## config.mk

```make
export PLATFORM = sky130hd
export DESIGN_NAME = osis_cell
export DESIGN_NICKNAME = d
export VERILOG_FILES = /design/src/design/osis_pkg.sv /design/src/design/osis_cell.sv
export SDC_FILE = /design/constraint.sdc
export NUM_CORES = 1
export LEC_CHECK = 0
export BUFFER_PORTS_ARGS = -buffer_cell sky130_fd_sc_hd__buf_2
export CAP_MARGIN = 20
export CORE_MARGIN = 2
export CORE_UTILIZATION = 40
export CTS_CLUSTER_DIAMETER = 200
export DETAILED_ROUTE_END_ITERATION = 10
export HOLD_SLACK_MARGIN = 0.15
export PLACE_DENSITY = 0.8
export SYNTH_ARGS = -nofsm -noshare
export SYNTH_HDL_FRONTEND = slang
export SYNTH_SLANG_ARGS = --single-unit
```

## constraint.sdc

```tcl
create_clock -name clk -period 1.55 [get_ports clk]
set_input_delay 0.155 -clock clk [delete_from_list [all_inputs] [get_ports clk]]
set_output_delay 0.155 -clock clk [all_outputs]
set_load 0.005 [all_outputs]
```

## src/design/osis_pkg.sv

```systemverilog
// Package for the ordered integer set store: sizes, codes, item types and value conversion.
package osis_pkg;

	localparam int CAPACITY    = 64;
	localparam int VALUE_WIDTH = 32;
	localparam int CNT_W       = $clog2(CAPACITY + 1);

	typedef enum logic [2:0] {
		MODE_INSERT   = 3'd0,
		MODE_REMOVE   = 3'd1,
		MODE_CONTAINS = 3'd2,
		MODE_READ     = 3'd3,
		MODE_CLEAR    = 3'd4
	} mode_t;

	typedef enum logic [1:0] {
		STATUS_OK    = 2'd0,
		STATUS_FULL  = 2'd1,
		STATUS_RANGE = 2'd2
	} status_t;

	typedef logic [VALUE_WIDTH-1:0] word_t;

	typedef struct packed {
		logic [2:0]         mode;
		logic signed [31:0] item_value;
		logic [5:0]         position;
	} in_item_t;

	typedef struct packed {
		logic               found;
		logic signed [31:0] read_value;
		logic [6:0]         entry_count;
		logic [1:0]         status;
	} out_item_t;

	typedef struct packed {
		logic valid;
		logic load;
		logic shift;
	} cell_ctrl_t;

	function automatic word_t to_word(logic signed [31:0] v);
		logic signed [VALUE_WIDTH-1:0] w;
		w = VALUE_WIDTH'(v);
		return word_t'(w);
	endfunction

	function automatic logic signed [31:0] from_word(word_t w);
		logic signed [VALUE_WIDTH-1:0] s;
		s = signed'(w);
		return 32'(s);
	endfunction

endpackage

```

## src/design/osis_cell.sv

```systemverilog
// One storage cell of the set: holds an entry, compares it with the key, shifts from its neighbor.
module osis_cell
	import osis_pkg::*;
(
	input  logic       clk,
	input  cell_ctrl_t ctrl,
	input  word_t      key,
	input  word_t      next_entry,
	output word_t      entry,
	output logic       match
);

	word_t entry_q;
	logic  match_q;

	always_ff @(posedge clk) begin
		match_q <= ctrl.valid && (entry_q == key);
		if (ctrl.load) begin
			entry_q <= key;
		end else if (ctrl.shift) begin
			entry_q <= next_entry;
		end
	end

	assign entry = entry_q;
	assign match = match_q;

endmodule

```

; After elaboration in Yosys (flattened, before gate mapping)
; Cells that the tools add are included.
[word_totals]
ff_bits = 33
input_bits = 68
out_inout_bits = 33
wordCells = 7
[op_classes]
n_eq_ne = 1
muxes = 2
n_reduce_logical = 2
[ops]
columns = operator, n
row1 = $mux 32, 2
row2 = $eq 32x32->1, 1
row3 = $reduce_bool 2->1, 1
row4 = $logic_and 1x1->1, 1

; Logic depth before layout (Yosys ltp)
; Gate-level depths: netlist of the first run.
[logic_depth]
word_depth = 2
ltp_mapped = 4

; Worst setup path before layout of the first run
; OpenSTA, ideal clock, no wires.
[synth_path]
kind = input to register
from = in ctrl[1] in the netlist's numbering
to = reg entry_q[0] (netlist: entry[0]), enable pin
setup_ps = 375
arrival_time_ps = 1064
t_required_ps = 1175
path_slack_ps = 112
cell_stages = 3
n_path_buf = 2
path_cell_list = clkbuf_1 > buf_2 > or2_2
[synth_between]
elab_chain_len = 1
[synth_lines]
columns = element, line
row1 = "start, declared", osis_cell.sv:6  ; input cell_ctrl_t ctrl,
row2 = $reduce_bool 2->1 (no source line), -
row3 = "end signal, assigned", osis_cell.sv:19  ; entry_q <= key;
row4 = "end signal, assigned", osis_cell.sv:21  ; entry_q <= next_entry;
row5 = "end, declared", osis_cell.sv:13  ; word_t entry_q;
; No other way between the ends.
; A chain may end at the register's enable or synchronous reset.

; Worst setup path in the final report of the first run
[layout_path]
from = reg entry_q[5] (netlist: entry[5])
to = reg match_q (netlist: match)
[layout_between]
elab_chain_len = 2
[layout_lines]
columns = element, line
row1 = $eq 32x32->1, osis_cell.sv:17  ; match_q <= ctrl.valid && (entry_q == key);
row2 = $logic_and 1x1->1, osis_cell.sv:17
row3 = "end signal, assigned", osis_cell.sv:17
row4 = "end, declared", osis_cell.sv:14  ; logic match_q;
; No other way between the ends.

==> results of run 1 <==
## layer usage
layer  track usage  vias to the layer above
met2         0.291                       53
met1         0.180                      620
met4        0.0748                        0
met3        0.0581                        5
met5             0                        -
li1              -                      644
## critical path, delay by kind of cell (launching register included)
kind,cells,cell delay [ns]
xor gates and xnor gates,1,0.16
DFF,1,0.41
and+or+nand+nor,3,0.79
## cells in the mapped netlist
master,n
edfxtp_1,32
mux2_2,32
xor2_1,27
nor4_1,6
xnor2_1,4
buf_2,3
a2111oi_2,1
clkbuf_1,1
dfxtp_1,1
inv_1,1
nand2_1,1
nand3_1,1
nand4_1,1
nor4_2,1
o2111ai_1,1
or2_2,1
## kinds of logic (layout without fill, tap and decap cells)
kind of cell / count (synthesis) / count (layout) / share of synthesized area
multiplexers: 32 / 32 / 0.208
XOR/XNOR: 31 / 31 / 0.157
flip-flops: 33 / 33 / 0.567
AO/OA/AOI/OAI: 2 / 2 / 0.0137
buffers and inverters: 5 / 114 / 0.0130
AND/OR/NAND/NOR: 11 / 11 / 0.0412
## layout make-up
cell class                 count  area, µm²  area share
multi-input combinational     76        727       0.304
sequential                    33        981       0.410
clock inverter                 2       10.0     0.00418
tap                           50       62.6      0.0261
inverter                       1       3.75     0.00157
clock buffer                   6       72.6      0.0303
timing repair buffer         105        538       0.225
## power by group through the flow
stage	registers, mW	logic, mW	clock network [mW]
CTS	1.16	0.442	0.637
floorplan	1.18	0.192	0
finish	1.16	0.435	0.619
global placement	1.17	0.434	0
global route	1.17	0.479	0.669
detailed placement	1.18	0.441	0
## cell usage in the layout, fill, tap and decap left out, drive strengths merged
cell type and count:
a2111oi 1, buf 105, clkbuf 6, clkinv 2, dfxtp 1, edfxtp 32
inv 1, mux2 32, nand2 1, nand3 1, nand4 1, nor4 7
o2111ai 1, or2 1, xnor2 4, xor2 27
## path summary, 6_finish.rpt
| path | slack, ns | cells after the start | end | start |
|---|---|---|---|---|
| setup reg to reg | 0.11 | 4 | match | entry[5] |
| setup / recovery | 0.11 | 4 | match | entry[5] |
| hold / removal | 0.17 | 2 | entry[15] | next_entry[15] |
| hold reg to reg | 0.60 | 3 | match | entry[26] |
## state kept, by name (all words and copies together), names as in the netlist
register and flops:
entry 32, match 1
## metrics by stage
step           cells  power, mW   util  hold slack (ns)  setup slack [ns]
2_1_floorplan    114       1.37      -            0.347             0.112
3_3_place_gp     265       1.60  0.566            0.456            0.0400
3_5_place_dp     265       1.62  0.566            0.460            0.0774
4_1_cts          273       2.24  0.586            0.163            0.0811
5_1_grt          273       2.32  0.586            0.164            0.0384
6_report         273       2.21  0.586            0.168             0.114
==> impl_metrics.json, run 1 <==
{
  "cts_buffer_depth": 2,
  "io_pins": 101,
  "layout_min_cycle_time_ns": 1.44,
  "core_region_area_um2": 4090,
  "cts_sinks": 33,
  "drc": 0,
  "cts_resized": 0,
  "gp_congestion": 0.782,
  "wl_met2_um": 2100,
  "postCtsSetupBuffers": 0,
  "syn-mean-instance-area_um2": 15.2,
  "io_buffer_count": 100,
  "hold_class": "in -> reg",
  "fill_cells": 342,
  "cts-root-buf": "clkbuf_8",
  "grt_max_degree": 21,
  "fin_tns_setup_ns": 0,
  "hold_buffers": 0,
  "powerDensity_nw_per_um2": 923,
  "postRouteAntennaNets": 0,
  "rsz0062_at_grt": "false",
  "dpl_cell_area_um2": 2310,
  "area_growth_pct": 38.4,
  "vdd_drop_max_mv": 0.660,
  "clk_latency_ns": 0.28,
  "drive_gt1_frac": 0.659,
  "yosysUniqueCellTypes": 16,
  "final_nets": 290,
  "synth-seq-cells": 33,
  "maxCapViolCount": 0,
  "cts_buffers": 5,
  "diodes": 0,
  "ys_top_cells_by_area": "edfxtp_1 56%, mux2_2 21%, xor2_1 14%, nor4_1 2.2%, xnor2_1 2.0%",
  "slowest_delay_ns": 0.41,
  "met1Wirelength_um": 1520,
  "die_area_um2": 4870,
  "skew_ns": 0.00544,
  "tightest_slew_ns": 0.379,
  "pwr-share-seq": 0.523,
  "row_count": 23,
  "antenna_found_initial": 0,
  "routed_wl_um": 3980,
  "drtPass1Iterations": 4,
  "dr.max_layer_used": "met4",
  "drt_iter0_markers": 24,
  "dieHeight_um": 69.8,
  "p_comb_frac": 0.197,
  "crit_fanout": 2,
  "die_x_um": 69.8,
  "run_status": "complete, no violations",
  "endpoint_kind": "register",
  "synth_area_um2": 1730,
  "track_usage": 0.167,
  "wl_met3_um": 296,
  "hold_viol": 0,
  "setup_viol": 0,
  "cts_tree": "built",
  "ys_warn_count": 0,
  "htreeDepth": 2,
  "pwr-share-clk": 0.280,
  "path_clk_slew_ns": 0.07,
  "swShare": 0.253,
  "switchingPower_mw": 0.558,
  "period_share": 0.926,
  "dpl.hpwl_um": 3220,
  "cp.arrival_ns": 1.64,
  "synthCells": 114,
  "path_class": "reg -> reg",
  "stdcell_area_um2": 2390,
  "ys_seq_area_frac": 0.567,
  "start_kind": "register",
  "start_util": 0.423,
  "internal_power_mw": 1.65,
  "max_clock_freq_mhz": 696,
  "crit_required_ns": 1.75,
  "grt_overflow_total": 0,
  "synth_top_area_frac": 0.555,
  "synthesis.nets": 182,
  "yosysTopAreaCell": "edfxtp_1",
  "finalMaxSlewViolations": 0,
  "p_leak_nw": 1.06,
  "path_cells": "xor2_1 -> nor4_1 -> nand4_1 -> nor4_2",
  "grt_pass1_wl_um": 6310,
  "slew_headroom": 0.745,
  "crit_slowest_cell": "edfxtp_1",
  "vias_per_cell": 4.84,
  "routed-via-count": 1322,
  "grt_pass1_vias": 1457,
  "drt-wirelength-per-cell_um": 14.6
}
No activity file was read; power rests on OpenSTA's default activity.
==> run 2: changes to the inputs <==
--- a/config.mk
+++ b/config.mk
@@ -5,6 +5,7 @@
 export SDC_FILE = /design/constraint.sdc
 export NUM_CORES = 1
 export LEC_CHECK = 0
+export ABC_AREA = 1
 export BUFFER_PORTS_ARGS = -buffer_cell sky130_fd_sc_hd__buf_2
 export CAP_MARGIN = 20
 export CORE_MARGIN = 2
@@ -12,7 +13,7 @@
 export CTS_CLUSTER_DIAMETER = 200
 export DETAILED_ROUTE_END_ITERATION = 10
 export HOLD_SLACK_MARGIN = 0.15
-export PLACE_DENSITY = 0.8
+export PLACE_DENSITY = 0.78
 export SYNTH_ARGS = -nofsm -noshare
 export SYNTH_HDL_FRONTEND = slang
 export SYNTH_SLANG_ARGS = --single-unit
==> impl_metrics.json, run 2 <==
{
  "run_status": "complete, no violations",
  "path_cells": "nand2_1 -> nand2_1 -> nor2_1 -> nand2_1 -> nor2_1 -> nand3_1 -> nor2_1",
  "io_pins": 101,
  "gp_congestion": 0.770,
  "yosys-top-cells-count": "113 x nand2_1, 34 x inv_1, 32 x edfxtp_1",
  "powerDensity_nw_per_um2": 866,
  "synth-seq-cells": 33,
  "max_clock_freq_mhz": 855,
  "ff_latch_area_um2": 981,
  "crit_fanout": 3,
  "stdcell_area_um2": 2710,
  "cts-root-buf": "clkbuf_8",
  "layout_common_cells": "113 x nand2_1, 100 x buf_2, 34 x inv_1",
  "hold_viol": 0,
  "layout_min_cycle_time_ns": 1.17,
  "synthCells": 255,
  "vias_per_cell": 4.50,
  "core_region_area_um2": 4660,
  "grt_max_degree": 33,
  "drive_gt1_frac": 0.321,
  "p_leak_nw": 1.46,
  "fill_cells": 445,
  "fin_tns_setup_ns": 0,
  "synthesis.nets": 323,
  "synth_area_um2": 1920,
  "hold_buffers": 14,
  "cpLargestDelayFamily": "simple AND/OR/NAND/NOR gates",
  "cp.arrival_ns": 1.39,
  "period_share": 0.754,
  "crit_slowest_cell": "edfxtp_1",
  "start_kind": "register",
  "cts_sinks": 33,
  "cts_tree": "built",
  "whs_ns": 0.155,
  "clk_latency_ns": 0.29,
  "dpl_cell_area_um2": 2480,
  "diodes": 0,
  "routed-via-count": 1926,
  "drc": 0,
  "track_usage": 0.192,
  "io_buffer_count": 100,
  "synthArstFlopShare": 0,
  "yosysMostFrequentCell": "nand2_1",
  "cts_resized": 0,
  "drt_iter0_markers": 90,
  "tightest_slew_ns": 0.789,
  "ys_top_cells_by_area": "edfxtp_1 50%, nand2_1 22%, inv_1 6.6%, o21ai_1 4.2%, o21ai_0 3.7%",
  "maxCapViolCount": 0,
  "synth_top_area_frac": 0.501,
  "ys_warn_count": 0,
  "cts_buffers": 5,
  "final_nets": 441,
  "grt_overflow_total": 0,
  "htreeDepth": 2,
  "grt_pass1_vias": 1789,
  "grt_pass1_wl_um": 7700,
  "slowest_delay_ns": 0.42,
  "die_x_um": 73.3,
  "syn-mean-instance-area_um2": 7.53,
  "cp_num_buf_inv": 0,
  "drtPass1Iterations": 4,
  "path_class": "reg -> reg",
  "final_common_cell": "nand2_1",
  "ys_seq_area_frac": 0.511,
  "yosysTopAreaCell": "edfxtp_1",
  "cts_buffer_depth": 2,
  "dpl.hpwl_um": 3680,
  "postCtsSetupBuffers": 0,
  "rsz0062_at_grt": "false",
  "area_growth_pct": 41.3,
  "die_area_um2": 5370,
  "skew_ns": 0.00460,
  "synth_ff_type": "edfxtp_1",
  "routed_wl_um": 4960,
  "synth_edf_count": 32,
  "hold_class": "in -> reg",
  "drt-wirelength-per-cell_um": 11.6,
  "endpoint_kind": "register",
  "power_mw": 2.35,
  "yosysUniqueCellTypes": 18,
  "antenna_found_initial": 0,
  "postRouteAntennaNets": 0,
  "start_util": 0.412,
  "multi_input_area_um2": 753,
  "setup_viol": 0,
  "largest_reg_flops": 32,
  "dieHeight_um": 73.3,
  "vdd_drop_max_mv": 0.543,
  "row_count": 25,
  "slew_headroom": 0.474,
  "path_clk_slew_ns": 0.07,
  "crit_required_ns": 1.77,
  "finalMaxSlewViolations": 0
}
-- run 2: cell count changes after synthesis, sizes merged, moves of 2 or more --
| cell | change |
|---|---|
| o21ai | +30 |
| nand3 | +2 |
| nor2 | +16 |
| xor2 | -24 |
| inv | +41 |
| nand2 | +112 |
| mux2 | -32 |
| nor4 | -7 |
-- run 2: metal layers --
| metal | wire, µm | global-route usage | vias to the layer above |
|---|---|---|---|
| met5 | 0 | 0 | - |
| li1 | - | - | 1021 |
| met3 | 401 | 0.0631 | 9 |
| met1 | 2060 | 0.223 | 824 |
| met4 | 90 | 0.0700 | 0 |
| met2 | 2400 | 0.330 | 72 |
-- run 2: report_power, final --
group          leakage, nW  switching (mW)  internal (mW)
sequential           0.338          0.0680           1.09
clock               0.0455           0.314          0.362
combinational         1.08           0.261          0.250
-- run 2: final cells by class --
type | instances | area share
Sequential cell | 33 | 0.362
Multi-Input combinational cell | 174 | 0.278
Timing Repair Buffer | 117 | 0.244
Inverter | 42 | 0.0581
Clock buffer | 8 | 0.0332
Tap cell | 54 | 0.0249
-- run 2: tightest hold or removal path: cells and delay by family --
kind,cells,cell delay [ns]
buf+inv,1,0.08
compound gates,1,0.06
simple gates,1,0.04
-- run 2: path summary, 6_finish.rpt --
| kind | start | endpoint | slack (ns) | cells past startpoint |
|---|---|---|---|---|
| setup / recovery | entry[8] | match | 0.38 | 7 |
| hold / removal | next_entry[20] | entry[20] | 0.16 | 3 |
| setup reg to reg | entry[8] | match | 0.38 | 7 |
| hold reg to reg | entry[2] | match | 0.70 | 5 |
-- run 2: cell families after synthesis --
| group | count (synthesis) | share of synthesized area |
|---|---|---|
| simple gates | 135 | 0.274 |
| buf+inv | 48 | 0.0965 |
| flops | 33 | 0.511 |
| compound gates | 32 | 0.0861 |
| xor+xnor | 7 | 0.0319 |
-- run 2: through the flow --
| stage | util | worst slack [ns] | instances |
|---|---|---|---|
| 6_report | 0.582 | 0.381 | 428 |
| 5_1_grt | 0.582 | 0.215 | 428 |
| 4_1_cts | 0.582 | 0.389 | 428 |
| 3_5_place_dp | 0.533 | 0.278 | 406 |
| 3_3_place_gp | 0.533 | 0.303 | 406 |
| 2_1_floorplan | - | 0.258 | 255 |
==> run 3: changes to the inputs <==
--- a/config.mk
+++ b/config.mk
@@ -13,7 +13,7 @@
 export CTS_CLUSTER_DIAMETER = 200
 export DETAILED_ROUTE_END_ITERATION = 10
 export HOLD_SLACK_MARGIN = 0.15
-export PLACE_DENSITY = 0.78
+export PLACE_DENSITY = 0.81
 export SYNTH_ARGS = -nofsm -noshare
 export SYNTH_HDL_FRONTEND = slang
 export SYNTH_SLANG_ARGS = --single-unit
==> constraint.sdc (replaced) <==
create_clock -name clk -period 1 [get_ports clk]
set_input_delay 0.1 -clock clk [delete_from_list [all_inputs] [get_ports clk]]
set_output_delay 0.1 -clock clk [all_outputs]
set_load 0.005 [all_outputs]
==> impl_metrics.json, run 3 (synthesis results as in run 2) <==
{
  "hold_class": "in -> reg",
  "drt_iter0_markers": 87,
  "skew_ns": 0.00666,
  "htreeDepth": 2,
  "postRouteAntennaNets": 0,
  "period_share": 1.10,
  "path_cells": "nand2_1 -> o21ai_1 -> or2_1 -> nor2_2 -> nand3_1 -> nor2_1",
  "track_usage": 0.221,
  "io_buffer_count": 100,
  "slowest_delay_ns": 0.42,
  "grt_max_degree": 33,
  "stdcell_area_um2": 3040,
  "cp.arrival_ns": 1.31,
  "cts_tree": "built",
  "finalMaxSlewViolations": 0,
  "dpl.hpwl_um": 3760,
  "p_comb_frac": 0.246,
  "largest_reg_flops": 32,
  "final_nets": 470,
  "run_status": "finished, violations left",
  "die_x_um": 73.3,
  "cts_buffer_depth": 2,
  "gp_congestion": 0.764,
  "maxCapViolCount": 0,
  "routed-via-count": 2094,
  "crit_required_ns": 1.22,
  "diodes": 0,
  "path_clk_slew_ns": 0.07,
  "switchingPower_mw": 1.02,
  "endpoint_kind": "register",
  "core_region_area_um2": 4660,
  "cts_sinks": 33,
  "path_class": "reg -> reg",
  "violations": "setup timing",
  "pwr-share-clk": 0.275,
  "powerDensity_nw_per_um2": 1240,
  "fin_util": 0.652,
  "rsz0062_at_grt": "true",
  "dieHeight_um": 73.3,
  "row_count": 25,
  "slew_headroom": 0.691,
  "final_common_cell": "nand2_1",
  "start_kind": "register",
  "cts-root-buf": "clkbuf_8",
  "routed_wl_um": 5670,
  "cts_buffers": 5,
  "drtPass1Iterations": 4,
  "io_pins": 101,
  "clk_latency_ns": 0.28,
  "antenna_found_initial": 0,
  "die_area_um2": 5370,
  "p_leak_nw": 1.60,
  "max_clock_freq_mhz": 912,
  "vdd_drop_max_mv": 1.05,
  "swShare": 0.272,
  "fin_tns_setup_ns": -0.145,
  "pwr-share-seq": 0.478,
  "area_growth_pct": 58.4,
  "grt_pass1_vias": 2106,
  "crit_slowest_cell": "edfxtp_1",
  "setup_slack_ns": -0.0965,
  "hold_viol": 0,
  "dpl_cell_area_um2": 2520,
  "layout_common_cells": "113 x nand2_1, 99 x buf_2, 41 x dlygate4sd3_1",
  "setup_viol": 2,
  "crit_fanout": 3,
  "grt_pass1_wl_um": 9000,
  "grt_overflow_total": 0,
  "tightest_slew_ns": 0.463,
  "drive_gt1_frac": 0.308,
  "start_util": 0.412,
  "layout_min_cycle_time_ns": 1.10,
  "vias_per_cell": 4.58,
  "drc": 0,
  "drt-wirelength-per-cell_um": 12.4,
  "internal_power_mw": 2.74
}
[run 3: what timing repair did]
item / in CTS / in global routing
endpoints found under the setup margin: 2 / 4
hold buffers: 41 / 0
gates resized for setup: 5 / 0
pin swaps: 1 / 0
setup buffers: 0 / 0
endpoints found under the hold margin: 32 / 0
[run 3: per-stage QoR]
step | hold slack [ns] | std cells | total power [mW] | worst slack, ns
after detailed placement | 0.365 | 408 | 2.61 | -0.143
final | 0.160 | 457 | 3.77 | -0.0965
after global routing | 0.167 | 457 | 3.98 | -0.235
after CTS | 0.154 | 457 | 3.79 | -0.102
after global placement | 0.364 | 408 | 2.58 | -0.130
after floorplan | 0.279 | 255 | 2.20 | -0.00140
[run 3: final cells by class]
class	count	area, µm²
Timing Repair Buffer	146	983
Fill cell	405	1620
Tap cell	54	67.6
Clock buffer	8	90.1
Sequential cell	33	981
Inverter	42	158
Multi-Input combinational cell	174	761
[run 3: layer usage]
layer,part of all wire,routed length [µm],GRT usage,up-vias
met5,0,0,0,-
met4,0.0063,36,0.0556,0
met3,0.062,350,0.0617,4
met2,0.51,2910,0.395,68
met1,0.42,2380,0.260,941
li1,-,-,-,1081
[run 3: worst max-delay path: cells and delay by family (launching register included)]
kind               cells  cell delay, ns
DFF                    1            0.42
and+or+nand+nor        5            0.56
AOI/OAI and AO/OA      1            0.05
[run 3: power by group through the flow]
stage | combinational (mW) | clock [mW] | sequential (mW)
4_1_cts | 0.922 | 1.07 | 1.80
5_1_grt | 1.05 | 1.11 | 1.82
2_1_floorplan | 0.363 | 0 | 1.83
3_5_place_dp | 0.784 | 0 | 1.82
6_report | 0.928 | 1.04 | 1.80
3_3_place_gp | 0.771 | 0 | 1.81
[run 3: path summary, 6_finish.rpt]
check / end / slack (ns) / cells past startpoint / start
max reg2reg: match / -0.1 / 6 / entry[20]
min reg2reg: match / 0.72 / 5 / entry[28]
min: entry[23] / 0.16 / 3 / key[23]
max: match / -0.1 / 6 / entry[20]
